### src/rtl/pvlt_pkg.sv
package pvlt_pkg;

  localparam int unsigned VALUE_W = 32;
  localparam int unsigned OCC_W   = 5;

  typedef enum logic {
    OP_INSERT = 1'b0,
    OP_REMOVE = 1'b1
  } pvlt_op_e;

  typedef enum logic [1:0] {
    ST_OK        = 2'd0,
    ST_FULL      = 2'd1,
    ST_EMPTY     = 2'd2,
    ST_NOT_FOUND = 2'd3
  } pvlt_status_e;

  typedef enum logic [1:0] {
    S_CLEAR,
    S_IDLE,
    S_SCAN,
    S_RESULT
  } pvlt_state_e;

  typedef struct packed {
    pvlt_status_e           status;
    logic [OCC_W-1:0]       occupancy;
  } pvlt_res_t;

endpackage

### src/rtl/pvlt_ram.sv
module pvlt_ram #(
  parameter int unsigned WIDTH = 33,
  parameter int unsigned DEPTH = 16,
  parameter int unsigned AW    = (DEPTH > 1) ? $clog2(DEPTH) : 1
) (
  input  logic             clk_i,
  input  logic             we_i,
  input  logic [AW-1:0]    waddr_i,
  input  logic [WIDTH-1:0] wdata_i,
  input  logic             re_i,
  input  logic [AW-1:0]    raddr_i,
  output logic [WIDTH-1:0] rdata_o
);

  logic [WIDTH-1:0] mem_q [DEPTH];
  logic [WIDTH-1:0] rdata_q;

  always_ff @(posedge clk_i) begin
    if (we_i) begin
      mem_q[waddr_i] <= wdata_i;
    end
    if (re_i) begin
      rdata_q <= mem_q[raddr_i];
    end
  end

  assign rdata_o = rdata_q;

endmodule

### src/rtl/pvlt_ctrl.sv
module pvlt_ctrl import pvlt_pkg::*; #(
  parameter int unsigned SLOTS  = 16,
  parameter int unsigned DATA_W = 32,
  parameter int unsigned AW     = (SLOTS > 1) ? $clog2(SLOTS) : 1,
  parameter int unsigned CW     = $clog2(SLOTS + 1)
) (
  input  logic              clk_i,
  input  logic              rst_ni,
  input  logic              in_valid_i,
  output logic              in_ready_o,
  input  pvlt_op_e          op_i,
  input  logic [DATA_W-1:0] value_i,
  output logic              res_valid_o,
  input  logic              res_ready_i,
  output pvlt_res_t         res_o,
  output logic              ram_we_o,
  output logic [AW-1:0]     ram_waddr_o,
  output logic [DATA_W:0]   ram_wdata_o,
  output logic              ram_re_o,
  output logic [AW-1:0]     ram_raddr_o,
  input  logic [DATA_W:0]   ram_rdata_i
);

  pvlt_state_e       state_q, state_d;
  logic [AW-1:0]     idx_q, idx_d;
  logic [CW-1:0]     count_q, count_d;
  pvlt_op_e          op_q, op_d;
  logic [DATA_W-1:0] val_q, val_d;
  logic              found_q, found_d;
  pvlt_status_e      status_q, status_d;

  logic              last_idx;
  logic              is_full;
  logic              is_empty;
  logic              rd_used;
  logic [DATA_W-1:0] rd_data;
  logic              rd_match;

  assign last_idx = (idx_q == AW'(SLOTS - 1));
  assign is_full  = (count_q == CW'(SLOTS));
  assign is_empty = (count_q == '0);
  assign rd_used  = ram_rdata_i[DATA_W];
  assign rd_data  = ram_rdata_i[DATA_W-1:0];
  assign rd_match = rd_used && (rd_data == val_q);

  // next state
  always_comb begin
    state_d = state_q;
    case (state_q)
      S_CLEAR: begin
        if (last_idx) begin
          state_d = S_IDLE;
        end
      end
      S_IDLE: begin
        if (in_valid_i) begin
          if ((op_i == OP_INSERT && is_full) || (op_i == OP_REMOVE && is_empty)) begin
            state_d = S_RESULT;
          end else begin
            state_d = S_SCAN;
          end
        end
      end
      S_SCAN: begin
        if ((op_q == OP_INSERT && !rd_used) || last_idx) begin
          state_d = S_RESULT;
        end
      end
      S_RESULT: begin
        if (res_ready_i) begin
          state_d = S_IDLE;
        end
      end
      default: state_d = S_IDLE;
    endcase
  end

  // datapath and memory control
  always_comb begin
    idx_d       = idx_q;
    count_d     = count_q;
    op_d        = op_q;
    val_d       = val_q;
    found_d     = found_q;
    status_d    = status_q;
    in_ready_o  = 1'b0;
    res_valid_o = 1'b0;
    ram_we_o    = 1'b0;
    ram_waddr_o = idx_q;
    ram_wdata_o = '0;
    ram_re_o    = 1'b0;
    ram_raddr_o = AW'(idx_q + AW'(1));
    case (state_q)
      S_CLEAR: begin
        ram_we_o = 1'b1;
        idx_d    = last_idx ? '0 : AW'(idx_q + AW'(1));
      end
      S_IDLE: begin
        in_ready_o = 1'b1;
        if (in_valid_i) begin
          op_d    = op_i;
          val_d   = value_i;
          found_d = 1'b0;
          idx_d   = '0;
          if (op_i == OP_INSERT && is_full) begin
            status_d = ST_FULL;
          end else if (op_i == OP_REMOVE && is_empty) begin
            status_d = ST_EMPTY;
          end else begin
            ram_re_o    = 1'b1;
            ram_raddr_o = '0;
          end
        end
      end
      S_SCAN: begin
        if (op_q == OP_INSERT) begin
          if (!rd_used) begin
            ram_we_o    = 1'b1;
            ram_wdata_o = {1'b1, val_q};
            count_d     = CW'(count_q + CW'(1));
            status_d    = ST_OK;
          end else if (last_idx) begin
            status_d = ST_FULL;
          end else begin
            ram_re_o = 1'b1;
            idx_d    = AW'(idx_q + AW'(1));
          end
        end else begin
          if (rd_match) begin
            ram_we_o    = 1'b1;
            ram_wdata_o = {1'b0, rd_data};
            count_d     = CW'(count_q - CW'(1));
            found_d     = 1'b1;
          end
          if (last_idx) begin
            status_d = (found_q || rd_match) ? ST_OK : ST_NOT_FOUND;
          end else begin
            ram_re_o = 1'b1;
            idx_d    = AW'(idx_q + AW'(1));
          end
        end
      end
      S_RESULT: begin
        res_valid_o = 1'b1;
      end
      default: ;
    endcase
  end

  assign res_o.status    = status_q;
  assign res_o.occupancy = OCC_W'(count_q);

  always_ff @(posedge clk_i or negedge rst_ni) begin
    if (!rst_ni) begin
      state_q <= S_CLEAR;
      idx_q   <= '0;
      count_q <= '0;
      found_q <= 1'b0;
    end else begin
      state_q <= state_d;
      idx_q   <= idx_d;
      count_q <= count_d;
      found_q <= found_d;
    end
  end

  always_ff @(posedge clk_i) begin
    op_q     <= op_d;
    val_q    <= val_d;
    status_q <= status_d;
  end

endmodule

### src/rtl/pvlt_out.sv
module pvlt_out import pvlt_pkg::*; (
  input  logic             clk_i,
  input  logic             rst_ni,
  input  logic             res_valid_i,
  output logic             res_ready_o,
  input  pvlt_res_t        res_i,
  output logic             out_valid_o,
  input  logic             out_ready_i,
  output logic [1:0]       status_o,
  output logic [OCC_W-1:0] occupancy_o
);

  logic      out_valid_q, out_valid_d;
  pvlt_res_t res_q;
  logic      load;

  assign res_ready_o = !out_valid_q || out_ready_i;
  assign load        = res_valid_i && res_ready_o;

  always_comb begin
    out_valid_d = out_valid_q;
    if (load) begin
      out_valid_d = 1'b1;
    end else if (out_ready_i) begin
      out_valid_d = 1'b0;
    end
  end

  always_ff @(posedge clk_i or negedge rst_ni) begin
    if (!rst_ni) begin
      out_valid_q <= 1'b0;
    end else begin
      out_valid_q <= out_valid_d;
    end
  end

  always_ff @(posedge clk_i) begin
    if (load) begin
      res_q <= res_i;
    end
  end

  assign out_valid_o = out_valid_q;
  assign status_o    = res_q.status;
  assign occupancy_o = res_q.occupancy;

endmodule

### src/rtl/pooled_value_list_table_core.sv
// Pool of SLOTS data words with one valid bit each, held together in a single RAM.
// Insert stores the low DATA_BYTES*8 bits (at most 32) of value in the lowest free
// slot; remove frees every occupied slot holding that word. After reset a clearing
// pass writes every slot free, with in_ready_o low. One item is handled at a time:
// an insert walks the slots from slot 0 up to the lowest free one, a remove walks
// every slot, and an insert into a full pool or a remove from an empty one goes
// straight to its result with no walk. The slot walk does one RAM read per cycle.
// Occupancy is the low 5 bits of the slot count.
module pooled_value_list_table_core import pvlt_pkg::*; #(
  parameter int unsigned SLOTS      = 16,
  parameter int unsigned DATA_BYTES = 4
) (
  input  logic               clk_i,
  input  logic               rst_ni,
  input  logic               in_valid_i,
  output logic               in_ready_o,
  input  logic               op_i,
  input  logic [VALUE_W-1:0] value_i,
  output logic               out_valid_o,
  input  logic               out_ready_i,
  output logic [1:0]         status_o,
  output logic [OCC_W-1:0]   occupancy_o
);

  localparam int unsigned DATA_W = (DATA_BYTES * 8 > VALUE_W) ? VALUE_W : DATA_BYTES * 8;
  localparam int unsigned AW     = (SLOTS > 1) ? $clog2(SLOTS) : 1;
  localparam int unsigned CW     = $clog2(SLOTS + 1);

  logic              res_valid;
  logic              res_ready;
  pvlt_res_t         res;
  logic              ram_we;
  logic [AW-1:0]     ram_waddr;
  logic [DATA_W:0]   ram_wdata;
  logic              ram_re;
  logic [AW-1:0]     ram_raddr;
  logic [DATA_W:0]   ram_rdata;

  pvlt_ctrl #(
    .SLOTS (SLOTS),
    .DATA_W(DATA_W),
    .AW    (AW),
    .CW    (CW)
  ) u_ctrl (
    .clk_i      (clk_i),
    .rst_ni     (rst_ni),
    .in_valid_i (in_valid_i),
    .in_ready_o (in_ready_o),
    .op_i       (pvlt_op_e'(op_i)),
    .value_i    (value_i[DATA_W-1:0]),
    .res_valid_o(res_valid),
    .res_ready_i(res_ready),
    .res_o      (res),
    .ram_we_o   (ram_we),
    .ram_waddr_o(ram_waddr),
    .ram_wdata_o(ram_wdata),
    .ram_re_o   (ram_re),
    .ram_raddr_o(ram_raddr),
    .ram_rdata_i(ram_rdata)
  );

  pvlt_ram #(
    .WIDTH(DATA_W + 1),
    .DEPTH(SLOTS),
    .AW   (AW)
  ) u_ram (
    .clk_i  (clk_i),
    .we_i   (ram_we),
    .waddr_i(ram_waddr),
    .wdata_i(ram_wdata),
    .re_i   (ram_re),
    .raddr_i(ram_raddr),
    .rdata_o(ram_rdata)
  );

  pvlt_out u_out (
    .clk_i      (clk_i),
    .rst_ni     (rst_ni),
    .res_valid_i(res_valid),
    .res_ready_o(res_ready),
    .res_i      (res),
    .out_valid_o(out_valid_o),
    .out_ready_i(out_ready_i),
    .status_o   (status_o),
    .occupancy_o(occupancy_o)
  );

endmodule

### config.mk
export PLATFORM = sky130hd
export DESIGN_NAME = pooled_value_list_table_core
export DESIGN_NICKNAME = d
export VERILOG_FILES = /design/src/rtl/pvlt_pkg.sv /design/src/rtl/pvlt_ram.sv /design/src/rtl/pvlt_ctrl.sv /design/src/rtl/pvlt_out.sv /design/src/rtl/pooled_value_list_table_core.sv
export SDC_FILE = /design/constraint.sdc
export NUM_CORES = 1
export LEC_CHECK = 0
export BUFFER_PORTS_ARGS = -buffer_cell sky130_fd_sc_hd__buf_2
export CORE_MARGIN = 5
export CORE_UTILIZATION = 35
export CTS_CLUSTER_DIAMETER = 120
export DETAILED_ROUTE_END_ITERATION = 8
export SYNTH_ARGS = -nofsm -noshare
export SYNTH_HDL_FRONTEND = slang
export SYNTH_HIERARCHICAL = 1
export SYNTH_SLANG_ARGS = --single-unit
### constraint.sdc
create_clock -name clk_i -period 9.2 [get_ports clk_i]
set_clock_uncertainty 0.05 [all_clocks]
set_input_delay 0.46 -clock clk_i [delete_from_list [all_inputs] [get_ports clk_i]]
set_output_delay 0.46 -clock clk_i [all_outputs]
set_load 0.02 [all_outputs]
==> results.yml, run 1 <==
power:
  leakagePower_uw: 0.00872
  ir_worst_vdd_mv: 0.274
  p_per_area_mw_per_mm2: 306
  power_uw: 8460
timing:
  drv_slew: 0
  max_freq_ghz: 0.223
  worst_pin_slew_ps: 1100
  finalSetupViolCount: 0
  grt_setup_unrepaired: "false"
  tns_ps: 0
  timing.final.hold_violations: 0
  maxSlewHeadroom_pct: 26.4
  period_needed_ps: 4490
  finalCritPeriodShare_pct: 48.9
global_route:
  overflow: 0
  gr-usage-all-layers_pct: 15.3
  grt_max_degree: 117
  first_global_vias: 12000
  antenna_found_initial: 0
  grt_pass1_wl_mm: 83.3
drt:
  drtIter0Drc: 1044
  viasPerCell: 5.47
  wl_per_cell_um: 26.4
  firstDrtPassIters: 5
  antenna_left: 0
  drc_errors: 0
  drt_wl_total_mm: 57.6
  vias: 11900
synth:
  synth_flop_cell: "edfxtp_1"
  synthCells: 1138
  synth.avg_cell_area_sq_um: 21.2
  synth_area_sq_mm: 0.0241
  async_flop_share_pct: 2.11
  synth_nets: 1184
  ys_seq_area_share_pct: 76.4
  synth_cell_types: 60
  synth_edf_count: 603
  synth_seq_cells: 616
  yosysWarnings: 6
clocking:
  htreeDepth: 2
  cts_resized: 0
  clk_latency_ps: 630
  cts_setup_buffers: 0
  cts_tree: "done"
  cts_buffer_depth: 3
  cts_buffers: 59
  cts.sinks: 616
  holdBufCountCts: 32
  cts_root_buffer: "clkbuf_16"
  cts.clk_slew.worst_paths_ps: 60
place:
  io_buffers: 45
  globalplace.congestion: 0.734
  dpl_cell_area_sq_mm: 0.0255
  dp_hpwl_mm: 28.7
final_layout:
  design_area_sq_mm: 0.0277
  drive_gt1_share_pct: 24.3
  mostFrequentLayoutCell: "edfxtp_1"
  layout_common_cells: "edfxtp_1 (603), mux4_2 (113), a22oi_1 (66)"
  area_growth_syn_to_layout_pct: 14.7
  antenna-diode-count: 0
  nets: 1295
worst_setup_path:
  crit_end: "u_ram/rdata_o[4]"
  endpoint_kind: "register"
  required_ps: 9520
  crit_type: "register to register"
  r2r_cells: 9
  r2r_setup_slack_ps: 4710
  startpoint: "u_ctrl/state_q[1]"
  crit_arrival_ps: 4810
  r2r-end: "u_ram/rdata_o[4]"
  critPathMaxFanout: 57
  r2r-start: "u_ctrl/state_q[1]"
  startpoint_type: "register"
floorplan:
  die_x_um: 273
  chipHeight_um: 273
  io_pins: 46
  start_util_pct: 35.3
  die-area_sq_mm: 0.0743
  core_area_sq_mm: 0.0685
  row_count: 96
job:
  maxCapViolCount: 0
hold_path:
  hold_path.class: "input pin to register"
run_status:
  status: "finished clean"
## report_power, final
group / internal, uW / leakage (uW) / switching, uW
registers: 3470 / 0.00557 / 151
logic: 1100 / 0.00223 / 1390
clock network: 1300 / 0.000921 / 1050
## sequential cells by signal (all words and copies together), names as in the netlist
signal	count
u_ctrl/val_q	32
u_out/status_o	2
u_ctrl/count_q	5
u_ram/mem_q	528
u_ram/rdata_o	33
u_ctrl/status_q	2
u_ctrl/state_q	2
u_ctrl/found_q	1
u_out/out_valid_o	1
u_ctrl/ram_waddr_o	4
u_ctrl/op_q	1
u_out/occupancy_o	5
## cells in the mapped netlist, types with 12 or more instances
library cell,count,area share [%]
nor2_1,21,0.33
nand2b_1,26,0.67
buf_2,12,0.25
a22o_1,33,1.2
mux4_2,113,11
edfxtp_1,603,75
xnor2_1,22,0.80
mux4_1,19,2.1
nand2_1,47,0.73
clkbuf_1,28,0.44
dfrtp_1,13,1.3
a22oi_1,66,2.1
## layer usage
metal | vias up | part of all wire [%] | global-route usage [%]
met4 | 0 | 1.7 | 3.48
li1 | 5008 | - | -
met2 | 425 | 47 | 24.3
met3 | 70 | 6.8 | 2.82
met5 | - | 0 | 0
met1 | 6426 | 44 | 22.2
## critical path, stage by stage (launching register included)
cell and delay, ps:
dfrtp_1 400, inv_1 80, ha_1 250, and2_2 560, nor2b_1 400, nor2b_4 830, buf_4 860, mux4_2 420
a22oi_1 260, nand2_1 90
## metrics by stage
stage,hold WS [ps],instances,setup slack (ps),utilization (%)
floorplan,114,1138,4150,-
global placement,331,2038,4690,37.2
detailed placement,340,2038,4630,37.2
CTS,35.1,2180,4580,40.4
global route,29.4,2180,4300,40.4
finish,51.4,2180,4710,40.4
## final cells by class
type	instances	area (sq um)
Clock buffer	70	1560
Clock inverter	40	318
Fill cell	5982	40800
Inverter	11	41.3
Multi-Input combinational cell	456	5450
Sequential cell	616	18400
Tap cell	882	1100
Timing Repair Buffer	105	768
## worst min path at each step
stage               start           endpoint  slack, ps  cells after the start
2_1_floorplan      rst_ni  u_ctrl/count_q[0]        110                      0
3_3_place_gp       rst_ni  u_out/out_valid_o        330                      1
5_1_grt        value_i[4]    u_ctrl/val_q[4]         30                      1
6_report       value_i[4]    u_ctrl/val_q[4]         50                      1
3_5_place_dp       rst_ni  u_out/out_valid_o        340                      1
4_1_cts        value_i[4]    u_ctrl/val_q[4]         40                      1
## kinds of logic after synthesis
family | synth area share, %
compound gates | 4.31
xor+xnor | 0.871
fa+ha+maj | 0.498
buf+inv | 1.70
flops | 76.4
mux | 12.8
simple gates | 3.43
No activity file was read; power rests on OpenSTA's default activity.
==> inputs of run 2 (changes only) <==
==> constraint.sdc (replaced) <==
create_clock -name clk_i -period 4.3 [get_ports clk_i]
set_clock_uncertainty 0.05 [all_clocks]
set_input_delay 0.215 -clock clk_i [delete_from_list [all_inputs] [get_ports clk_i]]
set_output_delay 0.215 -clock clk_i [all_outputs]
set_load 0.02 [all_outputs]
==> run 2 against run 1 <==
  * Via count shrank 0.75%
  * Critical path depth is the same
  * Sequential share of layout area shrank 1.2 points
  * Register-to-register slack lost 4100 ps
  * Critical endpoint is now u_ram/mem_q[0][21]
==> results.yml, run 2 (synthesis gave the netlist of run 1 again) <==
worst_setup_path:
  crit_chain: "xnor2_1 -> nand4_1 -> nor3_2 -> nand4_4 -> a21oi_4 -> or2_1 -> or3b_2 -> nor3_4 -> buf_12"
  r2r_cells: 9
  crit_type: "register to register"
  required_ps: 4540
  endpoint_kind: "register"
  slowest_delay_ps: 590
  startpoint_type: "register"
  critPathBufInv: 1
  cp_slowest_cell: "or3b_2"
  critPathMaxFanout: 28
  path_depth: 9
  crit_arrival_ps: 3940
  cpLargestDelayFamily: "simple AND/OR/NAND/NOR gates"
place:
  io_buffers: 45
  post-place-ws_ps: 698
  dp_cells: 2048
  dp_hpwl_mm: 32.7
  globalplace.congestion: 0.771
  dpl_cell_area_sq_mm: 0.0258
timing:
  finalCritPeriodShare_pct: 86.2
  worst_pin_slew_ps: 995
  finalSetupViolCount: 0
  max_freq_ghz: 0.270
  maxSlewHeadroom_pct: 33.7
  grt_setup_unrepaired: "false"
  period_needed_ps: 3710
  tns_ps: 0
  drv_slew: 0
  timing.hold.ws_ps: 48.8
  timing.final.hold_violations: 0
  fin_ws_ps: 595
clocking:
  cts.clk_slew.worst_paths_ps: 60
  cts_setup_buffers: 0
  cts_tree: "done"
  htreeDepth: 2
  cts.sinks: 616
  clk_latency_ps: 630
  cts_root_buffer: "clkbuf_16"
  cts_buffer_depth: 3
  cts_buffers: 60
drt:
  firstDrtPassIters: 5
  drt_wl_total_mm: 56.0
  viasPerCell: 5.39
  vias: 11800
  drc_errors: 0
  wl_per_cell_um: 25.5
  antenna_left: 0
  drtIter0Drc: 1131
final_layout:
  multi_input_area_sq_mm: 0.00548
  area_growth_syn_to_layout_pct: 16.7
  fillers: 5985
  top_register: "u_ram/mem_q"
  layout_common_cells: "edfxtp_1 (603), mux4_2 (113), a22oi_1 (66)"
  antenna-diode-count: 0
  mostFrequentLayoutCell: "edfxtp_1"
  drive_gt1_share_pct: 24.4
  regArea_sq_mm: 0.0184
  largest_reg_flops: 528
  fin_cells: 2196
  nets: 1310
  design_area_sq_mm: 0.0282
hold_path:
  worstHoldPathCells: 4
  hold_path.class: "input pin to register"
global_route:
  grt_pass1_wl_mm: 82.4
  gr-usage-all-layers_pct: 15.0
  antenna_found_initial: 3
  grt_max_degree: 87
  first_global_vias: 12000
  overflow: 0
floorplan:
  die_x_um: 273
  row_count: 96
  core_area_sq_mm: 0.0685
  io_pins: 46
  chipHeight_um: 273
  die-area_sq_mm: 0.0743
  start_util_pct: 35.3
run_status:
  status: "finished clean"
power:
  leakagePower_uw: 0.00887
  p_per_area_mw_per_mm2: 662
  ir_worst_vdd_mv: 0.427
job:
  maxCapViolCount: 0
[run 2: cell types whose count changed in the layout (fill, tap and decap cells not counted), sizes merged]
cell and change:
inv +3, clkinv -9, buf +10, dlygate4sd3 +4
bufinv +5, clkbuf +3
[run 2: final timing paths]
path                                    start            endpoint  slack (ps)
setup / recovery            u_ram/rdata_o[11]  u_ram/mem_q[0][21]         590
hold / removal                     in_valid_i      u_ctrl/found_q          50
setup reg to reg            u_ram/rdata_o[11]  u_ram/mem_q[0][21]         590
hold reg to reg            u_ctrl/status_q[0]   u_out/status_o[0]         370
max in group asynchronous              rst_ni   u_ctrl/count_q[4]        3120
min in group asynchronous              rst_ni   u_out/out_valid_o         650
[run 2: worst min-delay path, stage by stage]
cell,delay [ps]
buf_2,110
nand2b_1,150
a31oi_1,100
o21a_1,100
[run 2: layout make-up]
type | count | area share, %
sequential | 616 | 65.4
tap | 882 | 3.92
clock inverter | 39 | 1.53
inverter | 11 | 0.147
multi-input combinational | 456 | 19.4
timing repair buffer | 119 | 4.02
clock buffer | 73 | 5.50
[run 2: stage by stage]
step	power, uW	utilization (%)
2_1_floorplan	11900	-
3_3_place_gp	13500	37.7
3_5_place_dp	13600	37.7
4_1_cts	18900	41.1
5_1_grt	19500	41.1
6_report	18600	41.1
[run 2: per-layer routing]
layer / GRT usage, % / vias up / wire length [um] / share of wire, %
met5: 0 / - / 0 / 0
met4: 3.75 / 0 / 1040 / 1.8
met3: 2.54 / 61 / 4060 / 7.2
met2: 23.5 / 450 / 26100 / 47
met1: 22.1 / 6294 / 24800 / 44
li1: - / 5034 / - / -
[run 2: what timing repair did]
| action | 4_1_cts | 5_1_grt |
|---|---|---|
| hold buffers | 36 | 0 |
| endpoints found under the hold margin | 47 | 0 |
| gates resized for setup | 0 | 0 |
[run 2: power breakdown]
| part | leakage, uW | switching [uW] | internal [uW] |
|---|---|---|---|
| combinational | 0.00235 | 3160 | 2500 |
| clock | 0.000951 | 2200 | 3050 |
| sequential | 0.00557 | 313 | 7420 |
==> inputs of run 3 (changes only) <==
--- a/config.mk
+++ b/config.mk
@@ -6,6 +6,7 @@
 export NUM_CORES = 1
 export LEC_CHECK = 0
 export BUFFER_PORTS_ARGS = -buffer_cell sky130_fd_sc_hd__buf_2
+export CORE_ASPECT_RATIO = 0.75
 export CORE_MARGIN = 5
 export CORE_UTILIZATION = 35
 export CTS_CLUSTER_DIAMETER = 120
==> constraint.sdc (replaced) <==
create_clock -name clk_i -period 4.3 [get_ports clk_i]
set_clock_uncertainty 0.05 [all_clocks]
set_input_delay 0.645 -clock clk_i [delete_from_list [all_inputs] [get_ports clk_i]]
set_output_delay 0.645 -clock clk_i [all_outputs]
set_load 0.02 [all_outputs]
==> run 3 against run 2 <==
  * Critical endpoint is now u_ram/mem_q[0][7]
  * Cell count down 1.4%
  * Utilization down 0.96 points
  * Via count down 1.5%
  * Power down 3.4%
  * Non-clock buffer count down 33
  * Flip-flop and latch count unchanged
  * Sequential power about the same
  * Setup slack worse by 63 ps
  * Hold slack better by 110 ps
  * Critical path type unchanged
  * Fmax down 1.7%
  * Global-route usage down 0.38 points
  * Clock power down 8.8%
==> results.yml, run 3 (synthesis gave the netlist of run 1 again) <==
final_layout:
  drive_gt1_share_pct: 24.7
  multi_input_area_sq_mm: 0.00548
  layout_common_cells: "edfxtp_1 (603), mux4_2 (113), a22oi_1 (66)"
  mostFrequentLayoutCell: "edfxtp_1"
  antenna-diode-count: 0
  design_area_sq_mm: 0.0275
  largest_reg_flops: 528
  fillers: 5982
  top_register: "u_ram/mem_q"
  regArea_sq_mm: 0.0184
  nets: 1273
  area_growth_syn_to_layout_pct: 13.9
  final_util_pct: 40.2
timing:
  timing.hold.ws_ps: 161
  finalSetupViolCount: 0
  timing.final.hold_violations: 0
  maxSlewHeadroom_pct: 29.6
  grt_setup_unrepaired: "false"
  tns_ps: 0
  worst_pin_slew_ps: 1060
  finalCritPeriodShare_pct: 87.6
  max_freq_ghz: 0.265
  period_needed_ps: 3770
  drv_slew: 0
power:
  p_per_area_mw_per_mm2: 655
  ir_worst_vdd_mv: 0.667
  leakagePower_uw: 0.00862
hold_path:
  hold_path.class: "input pin to register"
global_route:
  grt_pass1_wl_mm: 80.9
  grt_max_degree: 76
  first_global_vias: 11700
  overflow: 0
  gr-usage-all-layers_pct: 14.6
  antenna_found_initial: 1
worst_setup_path:
  startpoint_type: "register"
  cp_slowest_cell: "or3b_2"
  crit_arrival_ps: 4010
  critPathMaxFanout: 33
  required_ps: 4550
  crit_type: "register to register"
  slowest_delay_ps: 600
  endpoint_kind: "register"
  crit_chain: "xnor2_1 -> nand4_1 -> nor4b_2 -> nand4_4 -> a21oi_4 -> or2_1 -> or3b_2 -> nor3_4 -> buf_12"
clocking:
  cts_root_buffer: "clkbuf_16"
  cts_tree: "done"
  cts_buffers: 56
  htreeDepth: 2
  clk_latency_ps: 620
  cts_setup_buffers: 0
  cts.clk_slew.worst_paths_ps: 60
  cts_buffer_depth: 3
  cts.sinks: 616
drt:
  viasPerCell: 5.38
  drt_wl_total_mm: 54.8
  wl_per_cell_um: 25.3
  drc_errors: 0
  antenna_left: 0
  firstDrtPassIters: 5
  drtIter0Drc: 1193
  vias: 11700
place:
  dpl_cell_area_sq_mm: 0.0257
  io_buffers: 45
  dp_hpwl_mm: 31.6
  globalplace.congestion: 0.738
floorplan:
  start_util_pct: 35.3
  die_x_um: 313
  row_count: 83
  io_pins: 46
  chipHeight_um: 237
  core_area_sq_mm: 0.0684
  die-area_sq_mm: 0.0744
job:
  maxCapViolCount: 0
run_status:
  status: "finished clean"
run 3: cell count changes in the layout (fill, tap and decap cells not counted), moves of 4 or more:
cell and delta:
buf_12 -9, dlygate4sd3_1 -35, clkbuf_16 -4, clkinv_2 +6, bufinv_16 -4, buf_4 +11
run 3: critical path: cells and delay by family, from the launching register on:
family,cells,cell delay [ps]
simple gates,6,2000
flops,1,410
xor+xnor,1,370
compound gates,1,300
buf+inv,1,270
run 3: repair_timing:
| item | 4_1_cts | 5_1_grt |
|---|---|---|
| hold buffers | 1 | 0 |
| gates resized for setup | 0 | 0 |
| endpoints found under the hold margin | 13 | 0 |
run 3: cell type report:
class	count	share of cell area, %
sequential	616	67.0
multi-input combinational	456	19.9
clock buffer	67	5.25
tap	892	4.06
timing repair buffer	86	2.49
clock inverter	38	1.11
inverter	11	0.150
run 3: power breakdown:
part | internal, uW | leakage, uW | switching [uW] | total (uW)
clock | 2640 | 0.000861 | 2150 | 4790
sequential | 7410 | 0.00557 | 333 | 7750
combinational | 2440 | 0.00220 | 3030 | 5470
run 3: metal layers:
| layer | up-vias | global-route usage, % | share of wire [%] |
|---|---|---|---|
| li1 | 4961 | - | - |
| met1 | 6208 | 22.4 | 46 |
| met2 | 443 | 20.7 | 43 |
| met3 | 49 | 4.75 | 9.6 |
| met4 | 0 | 2.66 | 1.2 |
| met5 | - | 0 | 0 |
run 3: final timing paths:
kind	start	end	slack, ps	depth (start not counted)
min in group asynchronous	rst_ni	u_out/out_valid_o	410	2
hold / removal	value_i[10]	u_ctrl/val_q[10]	160	1
setup reg to reg	u_ctrl/val_q[0]	u_ram/mem_q[0][7]	530	9
max in group asynchronous	rst_ni	u_ctrl/ram_waddr_o[2]	3540	2
hold reg to reg	u_ctrl/status_q[0]	u_out/status_o[0]	370	0
setup / recovery	u_ctrl/val_q[0]	u_ram/mem_q[0][7]	530	9
run 3: metrics by stage:
stage	power (uW)	worst slack, ps	instances
finish	18000	531	2166
global route	18900	336	2166
CTS	18200	524	2166
detailed placement	13400	545	2060
global placement	13300	541	2060
floorplan	11900	147	1138
